File: src/design/uls_pkg.sv
// shared types and constants of the utf8 letter span finder
`timescale 1ns / 1ps

package uls_pkg;

  localparam int MaxWordBytes = 256;
  localparam int PosW         = $clog2(MaxWordBytes + 1);
  localparam int StartW       = $clog2(MaxWordBytes);
  localparam int CpW          = 21;

  typedef struct packed {
    logic [7:0] word_byte;
    logic       end_of_word;
  } uls_in_t;

  typedef struct packed {
    logic       has_letters;
    logic [7:0] letter_start;
    logic [8:0] letter_end;
    logic       trailing_hyphen;
    logic       too_long;
  } uls_out_t;

  typedef struct packed {
    logic              letter;
    logic              hyphen;
    logic [StartW-1:0] start;
    logic [PosW-1:0]   stop;
    logic              over;
  } uls_ev_t;

endpackage

File: src/design/utf8_letter_span_finder.sv
// result: a word's result is registered in the result register once its final byte leaves the input register
// throughput: one byte per cycle, set by the single decode step between the
// input register and the result register; a final byte waits only while the
// result register still holds an untaken result
// reset: asynchronous active-low reset clears all decode and span state and the valids
`timescale 1ns / 1ps

module utf8_letter_span_finder import uls_pkg::*; (
  input  logic     clk_i,
  input  logic     rst_ni,
  input  logic     in_valid_i,
  output logic     in_stall_o,
  input  uls_in_t  in_word_i,
  output logic     out_valid_o,
  input  logic     out_stall_i,
  output uls_out_t out_word_o
);

  logic    st_valid;
  uls_in_t st_word;
  logic    out_free;
  logic    adv;
  uls_ev_t ev;

  assign out_free = !out_valid_o || !out_stall_i;
  assign adv      = st_valid && (!st_word.end_of_word || out_free);

  uls_in_stage u_in_stage (
    .clk_i      (clk_i),
    .rst_ni     (rst_ni),
    .in_valid_i (in_valid_i),
    .in_stall_o (in_stall_o),
    .in_word_i  (in_word_i),
    .adv_i      (adv),
    .valid_o    (st_valid),
    .word_o     (st_word)
  );

  uls_decode u_decode (
    .clk_i  (clk_i),
    .rst_ni (rst_ni),
    .adv_i  (adv),
    .word_i (st_word),
    .ev_o   (ev)
  );

  uls_span u_span (
    .clk_i       (clk_i),
    .rst_ni      (rst_ni),
    .adv_i       (adv),
    .eow_i       (st_word.end_of_word),
    .ev_i        (ev),
    .out_stall_i (out_stall_i),
    .out_valid_o (out_valid_o),
    .out_word_o  (out_word_o)
  );

endmodule

File: src/design/uls_in_stage.sv
// input register that holds one accepted byte until it is processed
`timescale 1ns / 1ps

module uls_in_stage import uls_pkg::*; (
  input  logic    clk_i,
  input  logic    rst_ni,
  input  logic    in_valid_i,
  output logic    in_stall_o,
  input  uls_in_t in_word_i,
  input  logic    adv_i,
  output logic    valid_o,
  output uls_in_t word_o
);

  logic    valid_q, valid_d;
  uls_in_t word_q;
  logic    load;

  assign in_stall_o = valid_q && !adv_i;
  assign load       = in_valid_i && !in_stall_o;

  always_comb begin
    valid_d = valid_q;
    if (load) begin
      valid_d = 1'b1;
    end else if (adv_i) begin
      valid_d = 1'b0;
    end
  end

  always_ff @(posedge clk_i or negedge rst_ni) begin
    if (!rst_ni) begin
      valid_q <= 1'b0;
    end else begin
      valid_q <= valid_d;
    end
  end

  always_ff @(posedge clk_i) begin
    if (load) begin
      word_q <= in_word_i;
    end
  end

  assign valid_o = valid_q;
  assign word_o  = word_q;

endmodule

File: src/design/uls_decode.sv
// utf8 sequence decoder with byte offsets and codepoint classification
`timescale 1ns / 1ps

module uls_decode import uls_pkg::*; (
  input  logic    clk_i,
  input  logic    rst_ni,
  input  logic    adv_i,
  input  uls_in_t word_i,
  output uls_ev_t ev_o
);

  localparam logic [CpW-1:0] HyAscii   = CpW'(32'h002D);
  localparam logic [CpW-1:0] HyArmen   = CpW'(32'h058A);
  localparam logic [CpW-1:0] HyHyphen  = CpW'(32'h2010);
  localparam logic [CpW-1:0] HyNobreak = CpW'(32'h2011);
  localparam logic [CpW-1:0] HyDouble  = CpW'(32'h2E17);
  localparam logic [CpW-1:0] HySmall   = CpW'(32'hFE63);
  localparam logic [CpW-1:0] HyFull    = CpW'(32'hFF0D);

  function automatic logic is_letter(input logic [CpW-1:0] c);
    return (c >= CpW'(32'h30) && c <= CpW'(32'h39)) ||
           (c >= CpW'(32'h41) && c <= CpW'(32'h5A)) ||
           (c >= CpW'(32'h61) && c <= CpW'(32'h7A)) ||
           (c >= CpW'(32'h00C0) && c <= CpW'(32'h02AF)) ||
           (c >= CpW'(32'h0400) && c <= CpW'(32'h052F));
  endfunction

  function automatic logic is_hyphen(input logic [CpW-1:0] c);
    return c == HyAscii || c == HyArmen || c == HyHyphen || c == HyNobreak ||
           c == HyDouble || c == HySmall || c == HyFull;
  endfunction

  logic [PosW-1:0]   pos_q, pos_d;
  logic [1:0]        pend_q, pend_d;
  logic [CpW-1:0]    acc_q, acc_d;
  logic [StartW-1:0] seq_q, seq_d;

  logic [7:0]        b;
  logic              over;
  logic [StartW-1:0] start;
  logic [PosW:0]     idx_inc;
  logic [PosW-1:0]   stop;
  logic              relead;
  logic              cp_hit;
  logic [CpW-1:0]    cp;
  logic [StartW-1:0] cp_start;

  always_comb begin
    b        = word_i.word_byte;
    over     = pos_q >= PosW'(MaxWordBytes);
    start    = over ? StartW'(MaxWordBytes - 1) : StartW'(pos_q);
    idx_inc  = {1'b0, pos_q} + (PosW + 1)'(1);
    stop     = (idx_inc < (PosW + 1)'(MaxWordBytes)) ? PosW'(idx_inc)
                                                    : PosW'(MaxWordBytes);
    pend_d   = pend_q;
    acc_d    = acc_q;
    seq_d    = seq_q;
    relead   = 1'b1;
    cp_hit   = 1'b0;
    cp       = '0;
    cp_start = start;

    if (pend_q != 2'd0) begin
      if (b[7:6] == 2'b10) begin
        relead = 1'b0;
        acc_d  = {acc_q[CpW-7:0], b[5:0]};
        pend_d = pend_q - 2'd1;
        if (pend_q == 2'd1) begin
          cp_hit   = 1'b1;
          cp       = acc_d;
          cp_start = seq_q;
        end
      end else begin
        pend_d = 2'd0;
      end
    end

    if (relead) begin
      if (!b[7]) begin
        cp_hit   = 1'b1;
        cp       = CpW'(b);
        cp_start = start;
      end else if (b[7:5] == 3'b110) begin
        acc_d  = CpW'(b[4:0]);
        pend_d = 2'd1;
        seq_d  = start;
      end else if (b[7:4] == 4'b1110) begin
        acc_d  = CpW'(b[3:0]);
        pend_d = 2'd2;
        seq_d  = start;
      end else if (b[7:3] == 5'b11110) begin
        acc_d  = CpW'(b[2:0]);
        pend_d = 2'd3;
        seq_d  = start;
      end
    end

    pos_d = stop;

    ev_o.letter = cp_hit && is_letter(cp);
    ev_o.hyphen = cp_hit && is_hyphen(cp);
    ev_o.start  = cp_start;
    ev_o.stop   = stop;
    ev_o.over   = over;
  end

  always_ff @(posedge clk_i or negedge rst_ni) begin
    if (!rst_ni) begin
      pos_q  <= '0;
      pend_q <= 2'd0;
      acc_q  <= '0;
      seq_q  <= '0;
    end else if (adv_i) begin
      if (word_i.end_of_word) begin
        pos_q  <= '0;
        pend_q <= 2'd0;
        acc_q  <= '0;
        seq_q  <= '0;
      end else begin
        pos_q  <= pos_d;
        pend_q <= pend_d;
        acc_q  <= acc_d;
        seq_q  <= seq_d;
      end
    end
  end

endmodule

File: src/design/uls_span.sv
// letter span tracking and the result register
`timescale 1ns / 1ps

module uls_span import uls_pkg::*; (
  input  logic     clk_i,
  input  logic     rst_ni,
  input  logic     adv_i,
  input  logic     eow_i,
  input  uls_ev_t  ev_i,
  input  logic     out_stall_i,
  output logic     out_valid_o,
  output uls_out_t out_word_o
);

  function automatic logic [7:0] clamp_start(input logic [StartW-1:0] v);
    return (32'(v) > 32'd255) ? 8'd255 : 8'(v);
  endfunction

  function automatic logic [8:0] clamp_end(input logic [PosW-1:0] v);
    return (32'(v) > 32'd256) ? 9'd256 : 9'(v);
  endfunction

  logic              seen_q, seen_d;
  logic [StartW-1:0] first_q, first_d;
  logic [PosW-1:0]   last_q, last_d;
  logic              hyph_q, hyph_d;
  logic              over_q, over_d;
  logic              out_valid_q, out_valid_d;
  uls_out_t          out_q, res;
  logic              emit;

  assign emit = adv_i && eow_i;

  always_comb begin
    seen_d  = seen_q;
    first_d = first_q;
    last_d  = last_q;
    hyph_d  = hyph_q;
    over_d  = over_q | ev_i.over;
    if (ev_i.letter) begin
      if (!seen_q) begin
        first_d = ev_i.start;
      end
      seen_d = 1'b1;
      last_d = ev_i.stop;
      hyph_d = 1'b0;
    end else if (ev_i.hyphen && seen_q) begin
      hyph_d = 1'b1;
    end

    res.has_letters     = seen_d;
    res.letter_start    = seen_d ? clamp_start(first_d) : 8'd0;
    res.letter_end      = seen_d ? clamp_end(last_d) : 9'd0;
    res.trailing_hyphen = seen_d && hyph_d;
    res.too_long        = over_d;

    out_valid_d = out_valid_q;
    if (emit) begin
      out_valid_d = 1'b1;
    end else if (!out_stall_i) begin
      out_valid_d = 1'b0;
    end
  end

  always_ff @(posedge clk_i or negedge rst_ni) begin
    if (!rst_ni) begin
      seen_q      <= 1'b0;
      first_q     <= '0;
      last_q      <= '0;
      hyph_q      <= 1'b0;
      over_q      <= 1'b0;
      out_valid_q <= 1'b0;
    end else begin
      out_valid_q <= out_valid_d;
      if (adv_i) begin
        if (eow_i) begin
          seen_q  <= 1'b0;
          first_q <= '0;
          last_q  <= '0;
          hyph_q  <= 1'b0;
          over_q  <= 1'b0;
        end else begin
          seen_q  <= seen_d;
          first_q <= first_d;
          last_q  <= last_d;
          hyph_q  <= hyph_d;
          over_q  <= over_d;
        end
      end
    end
  end

  always_ff @(posedge clk_i) begin
    if (emit) begin
      out_q <= res;
    end
  end

  assign out_valid_o = out_valid_q;
  assign out_word_o  = out_q;

endmodule

File: config.mk
export PLATFORM = sky130hd
export DESIGN_NAME = utf8_letter_span_finder
export DESIGN_NICKNAME = d
export VERILOG_FILES = /design/src/design/uls_pkg.sv /design/src/design/utf8_letter_span_finder.sv /design/src/design/uls_in_stage.sv /design/src/design/uls_decode.sv /design/src/design/uls_span.sv
export SDC_FILE = /design/constraint.sdc
export NUM_CORES = 1
export LEC_CHECK = 0
export ABC_AREA = 0
export BUFFER_PORTS_ARGS = -buffer_cell sky130_fd_sc_hd__buf_4
export CAP_MARGIN = 20
export CORE_UTILIZATION = 51
export DETAILED_ROUTE_END_ITERATION = 16
export MAX_ROUTING_LAYER = met4
export PLACE_DENSITY = 0.7
export SYNTH_ARGS = -nofsm -noshare
export SYNTH_HDL_FRONTEND = slang
export SYNTH_SLANG_ARGS = --single-unit
File: constraint.sdc
create_clock -name clk_i -period 3.9 [get_ports clk_i]
set_input_delay 0 -clock clk_i [delete_from_list [all_inputs] [get_ports clk_i]]
set_output_delay 0 -clock clk_i [all_outputs]
set_load 0.02 [all_outputs]
== Word-level counts from Yosys, hierarchy flattened ==
Cells that the tools add are included.

* Register bits after elaboration: 91
* Output and inout port bits: 22
* Input port bits: 13

* Mux-type cells: 58
* Reductions and logical operators: 37
* $add $sub $neg: 2
* Equality and inequality tests: 13
* Bitwise operators: 2
* $lt $le $gt $ge: 13

{| class="wikitable"
|+ Operators by type and width
! operator !! count
|-
| $mux 21 || 13
|-
| $mux 8 || 15
|-
| $eq 21x14->1 const B || 3
|-
| $mux 9 || 5
|-
| $eq 21x16->1 const B || 2
|-
| $ge 21x7->1 const B || 2
|-
| $le 21x7->1 const B || 2
|-
| $eq 21x11->1 const B || 1
|-
| $eq 21x6->1 const B || 1
|-
| $ge 21x11->1 const B || 1
|-
| $ge 21x6->1 const B || 1
|-
| $ge 21x8->1 const B || 1
|-
| $le 21x10->1 const B || 1
|-
| $le 21x11->1 const B || 1
|-
| $le 21x6->1 const B || 1
|-
| $mux 1 || 17
|-
| $mux 2 || 8
|-
| $logic_and 1x1->1 || 13
|-
| $logic_or 1x1->1 || 12
|-
| $add 9x1->10 const B || 1
|-
| $lt 10x9->1 const B || 1
|-
| $ge 9x9->1 const B || 1
|-
| $gt 9x9->1 const B || 1
|-
| $reduce_bool 2->1 || 4
|-
| 13 further kinds || 17
|}

== Logic depth before layout (Yosys ltp) ==
Gate-level depths: netlist of the first run.

* Depth in word-level cells: 18
* Gate-level depth with buffers: 13

== Modules after synthesis ==
Synthesis of the first run repeated with hierarchy kept, for this count alone.

* Cell total of the unflattened synthesis: 450
* Area total of the unflattened synthesis: 4494.3 um^2

{| class="wikitable"
|+ By module, submodules not included
! module !! instances !! cells an instance !! area an instance (um^2)
|-
| uls_decode || 1 || 280 || 2329.7
|-
| uls_span || 1 || 154 || 1826.8
|-
| uls_in_stage || 1 || 14 || 327.8
|-
| utf8_letter_span_finder || 1 || 2 || 10.0
|}

== Worst setup path before layout of the first run ==
OpenSTA, ideal clock, no wires.

* Path kind: flip-flop to flip-flop
* Start point: reg u_decode.pend_q[0]
* End point: reg u_span.out_q, in the netlist u_span.out_word_o[8] (data pin)
* Arrival: 2.676 ns
* Stages on the path, launching flop included: 13
* Period minus slack after synthesis: 2.944 ns
* Buffers on the path: 3
* Data required time: 3.632 ns
* Setup time: 0.268 ns
* Slack: 0.956 ns
* Path through: dfrtp_1 -> inv_1 -> ha_1 -> buf_6 -> or3b_4 -> a2111oi_4 -> a32oi_1 -> a2111o_1 -> and3_1 -> buf_6 -> clkbuf_1 -> nand3_1 -> o31ai_1

* Cells in the longest elaborated chain, start to end: 16
* Elaborated cells on any way between the ends: 38
* Classes of those cells: 11 x order compare; 1 x eq/ne; 13 x mux; 1 x bitwise; 12 x reduce/logical

{| class="wikitable"
|+ RTL lines
! element !! line !! text
|-
| from (decl) || uls_decode.sv:34 || <nowiki>logic [1:0] pend_q, pend_d;</nowiki>
|-
| from (signal assigned) || uls_decode.sv:121 || <nowiki>pend_q <= pend_d;</nowiki>
|-
| $eq 2x1->1 || uls_decode.sv:68 || <nowiki>if (pend_q == 2'd1) begin</nowiki>
|-
| $mux 21 || uls_decode.sv:68 ||
|-
| $mux 21 || uls_decode.sv:64 || <nowiki>if (b[7:6] == 2'b10) begin</nowiki>
|-
| $mux 21 || uls_decode.sv:63 || <nowiki>if (pend_q != 2'd0) begin</nowiki>
|-
| $mux 21 || uls_decode.sv:79 || <nowiki>if (!b[7]) begin</nowiki>
|-
| $mux 21 || uls_decode.sv:78 || <nowiki>if (relead) begin</nowiki>
|-
| $ge 21x6->1 (tied with other cells) || uls_decode.sv:21 || <nowiki>return (c >= CpW'(32'h30) && c <= CpW'(32'h39)) ||</nowiki>
|-
| $logic_and 1x1->1, on equally long branches || uls_decode.sv:21, uls_decode.sv:22 ||
|-
| $logic_or 1x1->1 || uls_decode.sv:21 ||
|-
| $logic_or 1x1->1 || uls_decode.sv:22 || <nowiki>(c >= CpW'(32'h41) && c <= CpW'(32'h5A)) ||</nowiki>
|-
| $logic_or 1x1->1 || uls_decode.sv:23 || <nowiki>(c >= CpW'(32'h61) && c <= CpW'(32'h7A)) ||</nowiki>
|-
| $logic_or 1x1->1 || uls_decode.sv:24 || <nowiki>(c >= CpW'(32'h00C0) && c <= CpW'(32'h02AF)) ||</nowiki>
|-
| $logic_and 1x1->1 * || uls_decode.sv:100 || <nowiki>ev_o.letter = cp_hit && is_letter(cp);</nowiki>
|-
| $mux 9 / $mux 1 (equally long branches) || uls_span.sv:40 || <nowiki>if (ev_i.letter) begin</nowiki>
|-
| $gt 9x9->1 / $not 1->1 (equally long branches) || n/a ||
|-
| $reduce_or 2->1 (no line) || n/a ||
|-
| to (signal assigned) || uls_span.sv:95 || <nowiki>out_q <= res;</nowiki>
|-
| to (decl) || uls_span.sv:29 || <nowiki>uls_out_t out_q, res;</nowiki>
|}

Mark *: on every way between the ends. The rest lies on a longest branch, timed or not.
A chain may end at the register's enable or synchronous reset.

== Final worst setup path of the first run ==
* Start point: reg u_decode.pend_q[0]
* End point: reg u_span.last_q[2]

* Cells in the longest elaborated chain, start to end: 15
* Elaborated cells on any way between the ends: 35
* Classes of those cells: 10 x order compare; 1 x eq/ne; 13 x mux; 11 x reduce/logical

{| class="wikitable"
|+ RTL lines
! element !! line !! text
|-
| $eq 2x1->1 || uls_decode.sv:68 ||
|-
| $mux 21 || uls_decode.sv:68 ||
|-
| $mux 21 || uls_decode.sv:64 ||
|-
| $mux 21 || uls_decode.sv:63 ||
|-
| $mux 21 || uls_decode.sv:79 ||
|-
| $mux 21 || uls_decode.sv:78 ||
|-
| $ge 21x6->1 (tied with other cells) || uls_decode.sv:21 ||
|-
| $logic_and 1x1->1, on equally long branches || uls_decode.sv:21, uls_decode.sv:22 ||
|-
| $logic_or 1x1->1 || uls_decode.sv:21 ||
|-
| $logic_or 1x1->1 || uls_decode.sv:22 ||
|-
| $logic_or 1x1->1 || uls_decode.sv:23 ||
|-
| $logic_or 1x1->1 || uls_decode.sv:24 ||
|-
| $logic_and 1x1->1 * || uls_decode.sv:100 ||
|-
| $mux 9 * || uls_span.sv:40 ||
|-
| $mux 9 * || uls_span.sv:76 || <nowiki>if (eow_i) begin</nowiki>
|-
| to (signal assigned) || uls_span.sv:85 || <nowiki>last_q <= last_d;</nowiki>
|-
| to (decl) || uls_span.sv:25 || <nowiki>logic [PosW-1:0] last_q, last_d;</nowiki>
|}

Marked as above.

==> qor.yml, run 1 <==
status: "complete, no violations"
finalHoldViolCount: 0
drc_errors: 0
syn-num-nets: 466
r2r_setup_slack_ns: 0.51
grt_pass1_wl_um: 17810
area_growth_pct: 14.10
path_cells: "inv_1 > ha_1 > or3b_4 > a2111oi_4 > a32oi_1 > a2111o_1 > and3_1 > nand2b_1 > o2bb2ai_2"
endpoint_kind: "register"
worstPathBufferInverterCount: 1
yosys.area_share.simple_pct: 20.97
track_usage_pct: 26.68
clkTransAtPathRegs_ns: 0.10
ys.flop_type: "dfrtp_1"
period_share_pct: 86.98
grt_overflow: 0
maxCapViolCount: 0
relSlewSlack_pct: 26.64
first_global_vias: 3489
synth_cell_types: 65
clk_latency_ns: 0.36
synth-edff-count: 29
synth_fa_ha_area_share_pct: 0.8581
fp.dieH_um: 94.61
slowest_stage: "or3b_4"
min_path_type: "in -> async"
worst_pin_slew_ns: 1.099
post-place-ws_ns: 0.5485
clock_path_buffers: 2
finalWeightedCongestion: 0.9219
grt_antenna_before_repair: 0
drive_gt1_share_pct: 14.55
critPathMaxFanout: 18
critPathMaxStageDelay_ns: 0.47
rsz0062_at_grt: "no"
cts_sinks: 85
fin_worst_skew_ns: 0.01357
die_w_um: 94.61
worst_slack_ns: 0.5079
leakage_nw: 2.051
final_cell_count_no_fill: 593
die_area_um2: 8951
wl_um: 10420
dpl.hpwl_um: 6820
grt_max_degree: 57
synth_xor_xnor_area_share_pct: 1.201
cp.arrival_ns: 3.68
io_buffer_count: 34
finalCriticalPeriod_ns: 3.392
antenna-diode-count: 0
cts_resized: 0
r2r_cells: 9
finalNetCount: 499
cp-startpoint: "u_decode.pend_q[0]"
h-tree-depth: 3
root_buffer: "clkbuf_8"
synth.area.mux_share_pct: 1.173
path_delay_family: "simple AND/OR/NAND/NOR gates"
place_inst: 564
yosys_warnings: 0
cts_made_buffers: 9
wl_per_cell_um: 17.57
max_freq_mhz: 294.8
vias: 3628
start_util_pct: 52.97
required_ns: 4.19
synth_top_family_by_area: "simple AND/OR/NAND/NOR gates"
critPathKind: "reg -> reg"
avgSynthCellArea_um2: 9.720
ctsHoldBuffers: 13
ir_drop_v: 0.0002557
drv_slew: 0
syn_area_um2: 4374
ys_seq_elements: 85
rows: 33
tns_ns: 0
ant_nets: 0
r2r-end: "u_span.last_q[2]"
cp-start-kind: "register"
ys_async_sr_fraction_pct: 65.88
setup_viol_count_final: 0
total_power_mw: 2.052
core_um2: 8258
io-pin-count: 35
synthCells: 450
cts_tree: "built"
yosysSeqAreaShare_pct: 51.95
post_cts_buffers: 0
drt_iter0_markers: 300
reg2reg_from: "u_decode.pend_q[0]"
power.density_nw_per_um2: 411.1
synth_compound_area_share_pct: 19.94
drt-pass1-iter-count: 5
viasPerCell: 6.118
through the flow:
step	hold WS, ns	utilization (%)	instance area, µm²
global route	0.2975	60.44	4991
global placement	0.1006	56.44	4661
floorplan	-0.2956	-	4374
detailed placement	0.1054	56.44	4661
finish	0.2255	60.44	4991
CTS	0.2513	60.44	4991
layout by cell type (no fill, tap or decap), types with 4 or more instances in the layout:
| cell type | netlist | layout |
|---|---|---|
| nand2_1 | 78 | 78 |
| mux2i_1 | 4 | 4 |
| dfrtp_1 | 56 | 56 |
| nand3_1 | 15 | 15 |
| buf_4 | 2 | 39 |
| or3_1 | 4 | 4 |
| xor2_1 | 4 | 4 |
| a22o_1 | 9 | 9 |
| clkbuf_8 | 0 | 9 |
| edfxtp_1 | 29 | 29 |
| nor4_1 | 4 | 4 |
| o21ai_0 | 38 | 38 |
| nand4_1 | 4 | 4 |
| nor2_1 | 36 | 36 |
| o31ai_1 | 9 | 9 |
| nand2b_1 | 12 | 12 |
| and3_1 | 4 | 4 |
| inv_1 | 9 | 9 |
| o2bb2ai_2 | 7 | 7 |
| a21oi_1 | 26 | 26 |
| nor3_1 | 7 | 7 |
| dlygate4sd3_1 | 0 | 13 |
state kept, by name (all words and copies together) (netlist names):
name and count:
u_in_stage.word_o 9, u_span.first_q 8, u_in_stage.valid_o 1, u_span.out_valid_o 1, u_decode.pos_q 9, u_span.over_q 1, u_span.seen_q 1, u_span.last_q 9
u_decode.seq_q 8, u_span.hyph_q 1, u_decode.acc_q 15, u_decode.pend_q 2, u_span.out_word_o 20
metal layers:
| layer | track usage (%) | share of wire (%) | vias to the layer above |
|---|---|---|---|
| met5 | - | 0 | - |
| met4 | 8.965 | 1.7 | 0 |
| met3 | 3.543 | 5.9 | 18 |
| met2 | 38.19 | 44 | 146 |
| met1 | 39.05 | 48 | 1771 |
| li1 | - | - | 1693 |
kinds of logic after synthesis:
family,after synthesis
multiplexers,5
buffers and inverters,39
flip-flops,85
adder cells (fa/ha/maj),3
AND/OR/NAND/NOR,189
XOR/XNOR,6
AO/OA/AOI/OAI,123
area by class of cell:
type | count | area [µm²]
Timing Repair Buffer | 52 | 422.9
Clock buffer | 10 | 127.6
Tap cell | 105 | 131.4
Multi-Input combinational cell | 326 | 1931
Clock inverter | 6 | 72.57
Sequential cell | 85 | 2272
Fill cell | 725 | 3267
Inverter | 9 | 33.78
power breakdown:
group | internal, mW | total (mW) | switching [mW]
combinational | 0.132 | 0.338 | 0.206
clock | 0.303 | 0.648 | 0.344
sequential | 0.979 | 1.07 | 0.0879
total | 1.41 | 2.05 | 0.638
how the worst max path moves through the flow:
stage                                       to  slack (ns)  cells after the start
after floorplan           u_span.out_word_o[8]        0.96                     12
after global placement        u_span.last_q[2]        0.61                      9
after detailed placement      u_span.last_q[2]        0.55                      9
after CTS                     u_span.last_q[2]        0.52                      9
after global routing          u_span.last_q[2]        0.30                      9
final                         u_span.last_q[2]        0.51                      9
synth_stat cells (2+ instances only):
master	n	area [µm²]
nand3_1	15	75.07
nor4_1	4	25.02
or2_2	3	18.77
inv_1	9	33.78
xor2_1	4	35.03
dfrtp_1	56	1401
buf_6	2	22.52
edfxtp_1	29	870.8
buf_4	2	15.01
o2bb2ai_2	7	105.1
o21ai_0	38	190.2
nor3_1	7	35.03
a21oi_1	26	130.1
a31oi_1	2	12.51
nor3b_1	3	22.52
o31ai_1	9	67.56
xnor2_1	2	17.52
ha_1	3	37.54
nand4_1	4	25.02
nand3b_1	3	22.52
mux2i_1	4	40.04
nand2b_1	12	75.07
o21a_1	2	15.01
o2bb2ai_1	2	17.52
a32oi_1	3	26.28
or3_1	4	25.02
and3_1	4	25.02
o21ai_1	2	10.01
nand2_1	78	292.8
and4_1	2	17.52
nor2b_1	3	18.77
a21o_1	3	22.52
a22o_1	9	78.83
and2_1	3	18.77
clkbuf_1	23	86.33
o211ai_1	2	15.01
nor4b_1	2	17.52
buf_2	2	10.01
nor2_1	36	135.1
Power figures use the tool's default switching activity.
==> run 2, diff against run 1 <==
--- a/config.mk
+++ b/config.mk
@@ -11,7 +11,8 @@
 export CORE_UTILIZATION = 51
 export DETAILED_ROUTE_END_ITERATION = 16
 export MAX_ROUTING_LAYER = met4
-export PLACE_DENSITY = 0.7
+export PLACE_DENSITY = 0.69
 export SYNTH_ARGS = -nofsm -noshare
 export SYNTH_HDL_FRONTEND = slang
+export SYNTH_HIERARCHICAL = 1
 export SYNTH_SLANG_ARGS = --single-unit
==> qor.yml, run 2 <==
critPathMaxStageDelay_ns: 0.47  # about the same
grt_pass1_wl_um: 17520  # -1.6%
ys.flop_type: "dfrtp_1"
fin_worst_skew_ns: 0.01560  # +0.002031 ns
cts_sinks: 85  # unchanged
total_power_mw: 2.137  # +4.2%
path_cells: "inv_1 > ha_1 > or3b_4 > or2_4 > a2111oi_2 > o21ai_1 > nand4_1 > buf_4 > or4b_1 > o22ai_2 > a21oi_2 > nor3_1"
synth_commonest_cells: "dfrtp_1 (56), nor2_1 (54), nand2_1 (32)"
power_switching_uw: 710.2  # +11%
syn-num-nets: 467  # +0.21%
endpoint_kind: "register"
synth_area_leaders: "dfrtp_1 (31%), edfxtp_1 (19%), nor2_1 (4.5%)"
drive_gt1_share_pct: 15.57  # +1.0 points
yosys_warnings: 6  # +6
period_share_pct: 90.05  # +3.1 points
dpl.hpwl_um: 7162  # +5.0%
status: "complete, no violations"
largest_reg_flops: 20  # unchanged
syn_area_um2: 4494  # +2.7%
grt_antenna_before_repair: 0  # unchanged
power.share.clock_pct: 26.1  # -5.5 points
die_area_um2: 9192  # +2.7%
yosysSeqAreaShare_pct: 50.56  # -1.4 points
finalWeightedCongestion: 0.9199  # -0.22%
relSlewSlack_pct: 30.24  # +3.6 points
yosysMostFrequentCell: "dfrtp_1"
layout_commonest_cell: "dfrtp_1"
hold_slack_ns: 0.2381  # +0.01260 ns
p_seq_share_pct: 51.6  # -0.4 points
track_usage_pct: 26.37  # -0.32 points
io-pin-count: 35  # unchanged
viasPerCell: 6.094  # -0.39%
synthCells: 450  # unchanged
io_buffer_count: 34  # unchanged
finalCriticalPeriod_ns: 3.512  # +0.1200 ns
first_global_vias: 3477  # -0.34%
cts_made_buffers: 9  # unchanged
post_cts_buffers: 0  # unchanged
cts_resized: 0  # unchanged
rsz0062_at_grt: "no"
critPathMaxFanout: 20  # +2
p_int_mw: 1.427  # +0.95%
swShare_pct: 33.23  # +2.1 points
finalHoldViolCount: 0  # unchanged
drc_errors: 0  # unchanged
cp.arrival_ns: 3.71  # +0.03 ns
finalNetCount: 500  # +0.20%
h-tree-depth: 3  # unchanged
vias: 3614  # -0.39%
critPathKind: "reg -> reg"
wl_per_cell_um: 18.19  # +3.5%
cts_tree: "built"
area_growth_pct: 12.61
avgSynthCellArea_um2: 9.987  # +2.7%
power.density_nw_per_um2: 422.3  # +2.7%
leakage_nw: 2.095  # +2.1%
root_buffer: "clkbuf_8"
fp.dieH_um: 95.88  # +1.3%
yosys.area.top_type: "dfrtp_1"
start_util_pct: 53.62  # +0.65 points
wl_um: 10790  # +3.5%
die_w_um: 95.88  # +1.3%
worst_pin_slew_ns: 1.046  # -0.05286 ns
required_ns: 4.09  # -0.10 ns
ant_nets: 0  # unchanged
setup_viol_count_final: 0  # unchanged
synth_cell_types: 68  # +4.6%
ir_drop_v: 0.0002427  # -5.1%
clk_latency_ns: 0.36  # about the same
mostFrequentLayoutCells: "dfrtp_1 (56), nor2_1 (54), buf_4 (40)"
nFillCells: 726  # +0.14%
maxCapViolCount: 0  # unchanged
clkTransAtPathRegs_ns: 0.09  # about the same
rows: 33  # unchanged
drt_iter0_markers: 355  # +18%
clock_path_buffers: 2  # unchanged
grt_max_degree: 57  # unchanged
max_freq_mhz: 284.7  # -3.4%
synth-edff-count: 29  # unchanged
ys_seq_elements: 85  # unchanged
core_um2: 8382  # +1.5%
antenna-diode-count: 0  # unchanged
ys_async_sr_fraction_pct: 65.88  # unchanged
tns_ns: 0  # unchanged
r2r_setup_slack_ns: 0.39  # -0.12 ns
cp-start-kind: "register"
synth_top_area_share_pct: 31.18  # -0.86 points
min_path_type: "in -> async"
drt-pass1-iter-count: 5  # unchanged
grt_overflow: 0  # unchanged
drv_slew: 0  # unchanged
p_comb_share_pct: 22.2  # +5.7 points
slowest_stage: "or4b_1"
[run 2: cell types whose count changed after synthesis, sizes merged, moves of 8 or more]
cell / previous run / this run
inv: 9 / 25
o21ai: 40 / 20
nand2: 78 / 32
nor3: 8 / 20
a22o: 9 / 22
o22ai: 1 / 19
a22oi: 1 / 13
nand3: 15 / 7
mux2i: 4 / 12
nor2: 36 / 55
[run 2: worst paths after layout]
path,depth (start not counted),end,from
setup / recovery,12,u_span/out_word_o[2],u_decode/pend_q[0]
hold / removal,2,u_decode/acc_q[12],rst_ni
setup reg to reg,12,u_span/out_word_o[2],u_decode/pend_q[0]
hold reg to reg,2,u_decode/seq_q[4],u_decode/seq_q[4]
max in group asynchronous,2,u_decode/seq_q[0],rst_ni
min in group clk_i,2,u_in_stage/word_o[1],in_word_i[1]
[run 2: cell type report]
| cell class | instances | area, µm² | share of cell area (%) |
|---|---|---|---|
| clock inverters | 7 | 48.80 | 0.9642 |
| flip-flops and latches | 85 | 2272 | 44.89 |
| multi-input cells | 310 | 1971 | 38.94 |
| well taps | 105 | 131.4 | 2.596 |
| repair buffers | 52 | 420.4 | 8.307 |
| inverters | 25 | 93.84 | 1.854 |
| clock buffers | 9 | 123.9 | 2.447 |
[run 2: stage by stage]
| stage | setup WS [ns] | cells | util, % | instance area (µm²) |
|---|---|---|---|---|
| 5_1_grt | 0.2056 | 593 | 60.38 | 5061 |
| 4_1_cts | 0.4163 | 593 | 60.38 | 5061 |
| 3_5_place_dp | 0.4459 | 565 | 56.89 | 4768 |
| 2_1_floorplan | 0.9661 | 450 | - | 4494 |
| 6_report | 0.3880 | 593 | 60.38 | 5061 |
| 3_3_place_gp | 0.5792 | 565 | 56.89 | 4768 |
[run 2: metal layers]
metal / up-vias / track usage [%] / share of wire, %
met2: 124 / 39.05 / 46
met4: 0 / 10.32 / 1.9
met3: 20 / 4.107 / 5.0
met1: 1758 / 36.54 / 47
li1: 1712 / - / -
met5: - / - / 0
[run 2: worst max-delay path: cells and delay by family, from the launching register on]
family / cells / cell delay [ns]
flops: 1 / 0.38
compound gates: 4 / 0.76
simple gates: 5 / 1.60
buf+inv: 2 / 0.29
fa+ha+maj: 1 / 0.31
[run 2: what timing repair did]
action,in CTS,in global routing
setup endpoints to repair,0,0
hold buffers,12,0
endpoints found under the hold margin,67,0
[run 2: cells by family (layout without fill, tap and decap cells)]
family,after synthesis,in the layout,synth area share (%)
buffers and inverters,55,93,5.735
muxes,15,15,3.424
DFF,85,85,50.56
AOI/OAI and AO/OA,126,126,19.74
adders and majority gates,4,4,1.114
xor gates and xnor gates,5,5,0.9746
and+or+nand+nor,160,160,18.46
[run 2: power groups by stage]
stage / logic, mW / clock network (mW) / registers [mW]
after floorplan: 0.347 / 0 / 1.09
final: 0.476 / 0.559 / 1.10
after CTS: 0.472 / 0.577 / 1.10
after global routing: 0.520 / 0.614 / 1.11
after global placement: 0.450 / 0 / 1.11
after detailed placement: 0.460 / 0 / 1.12
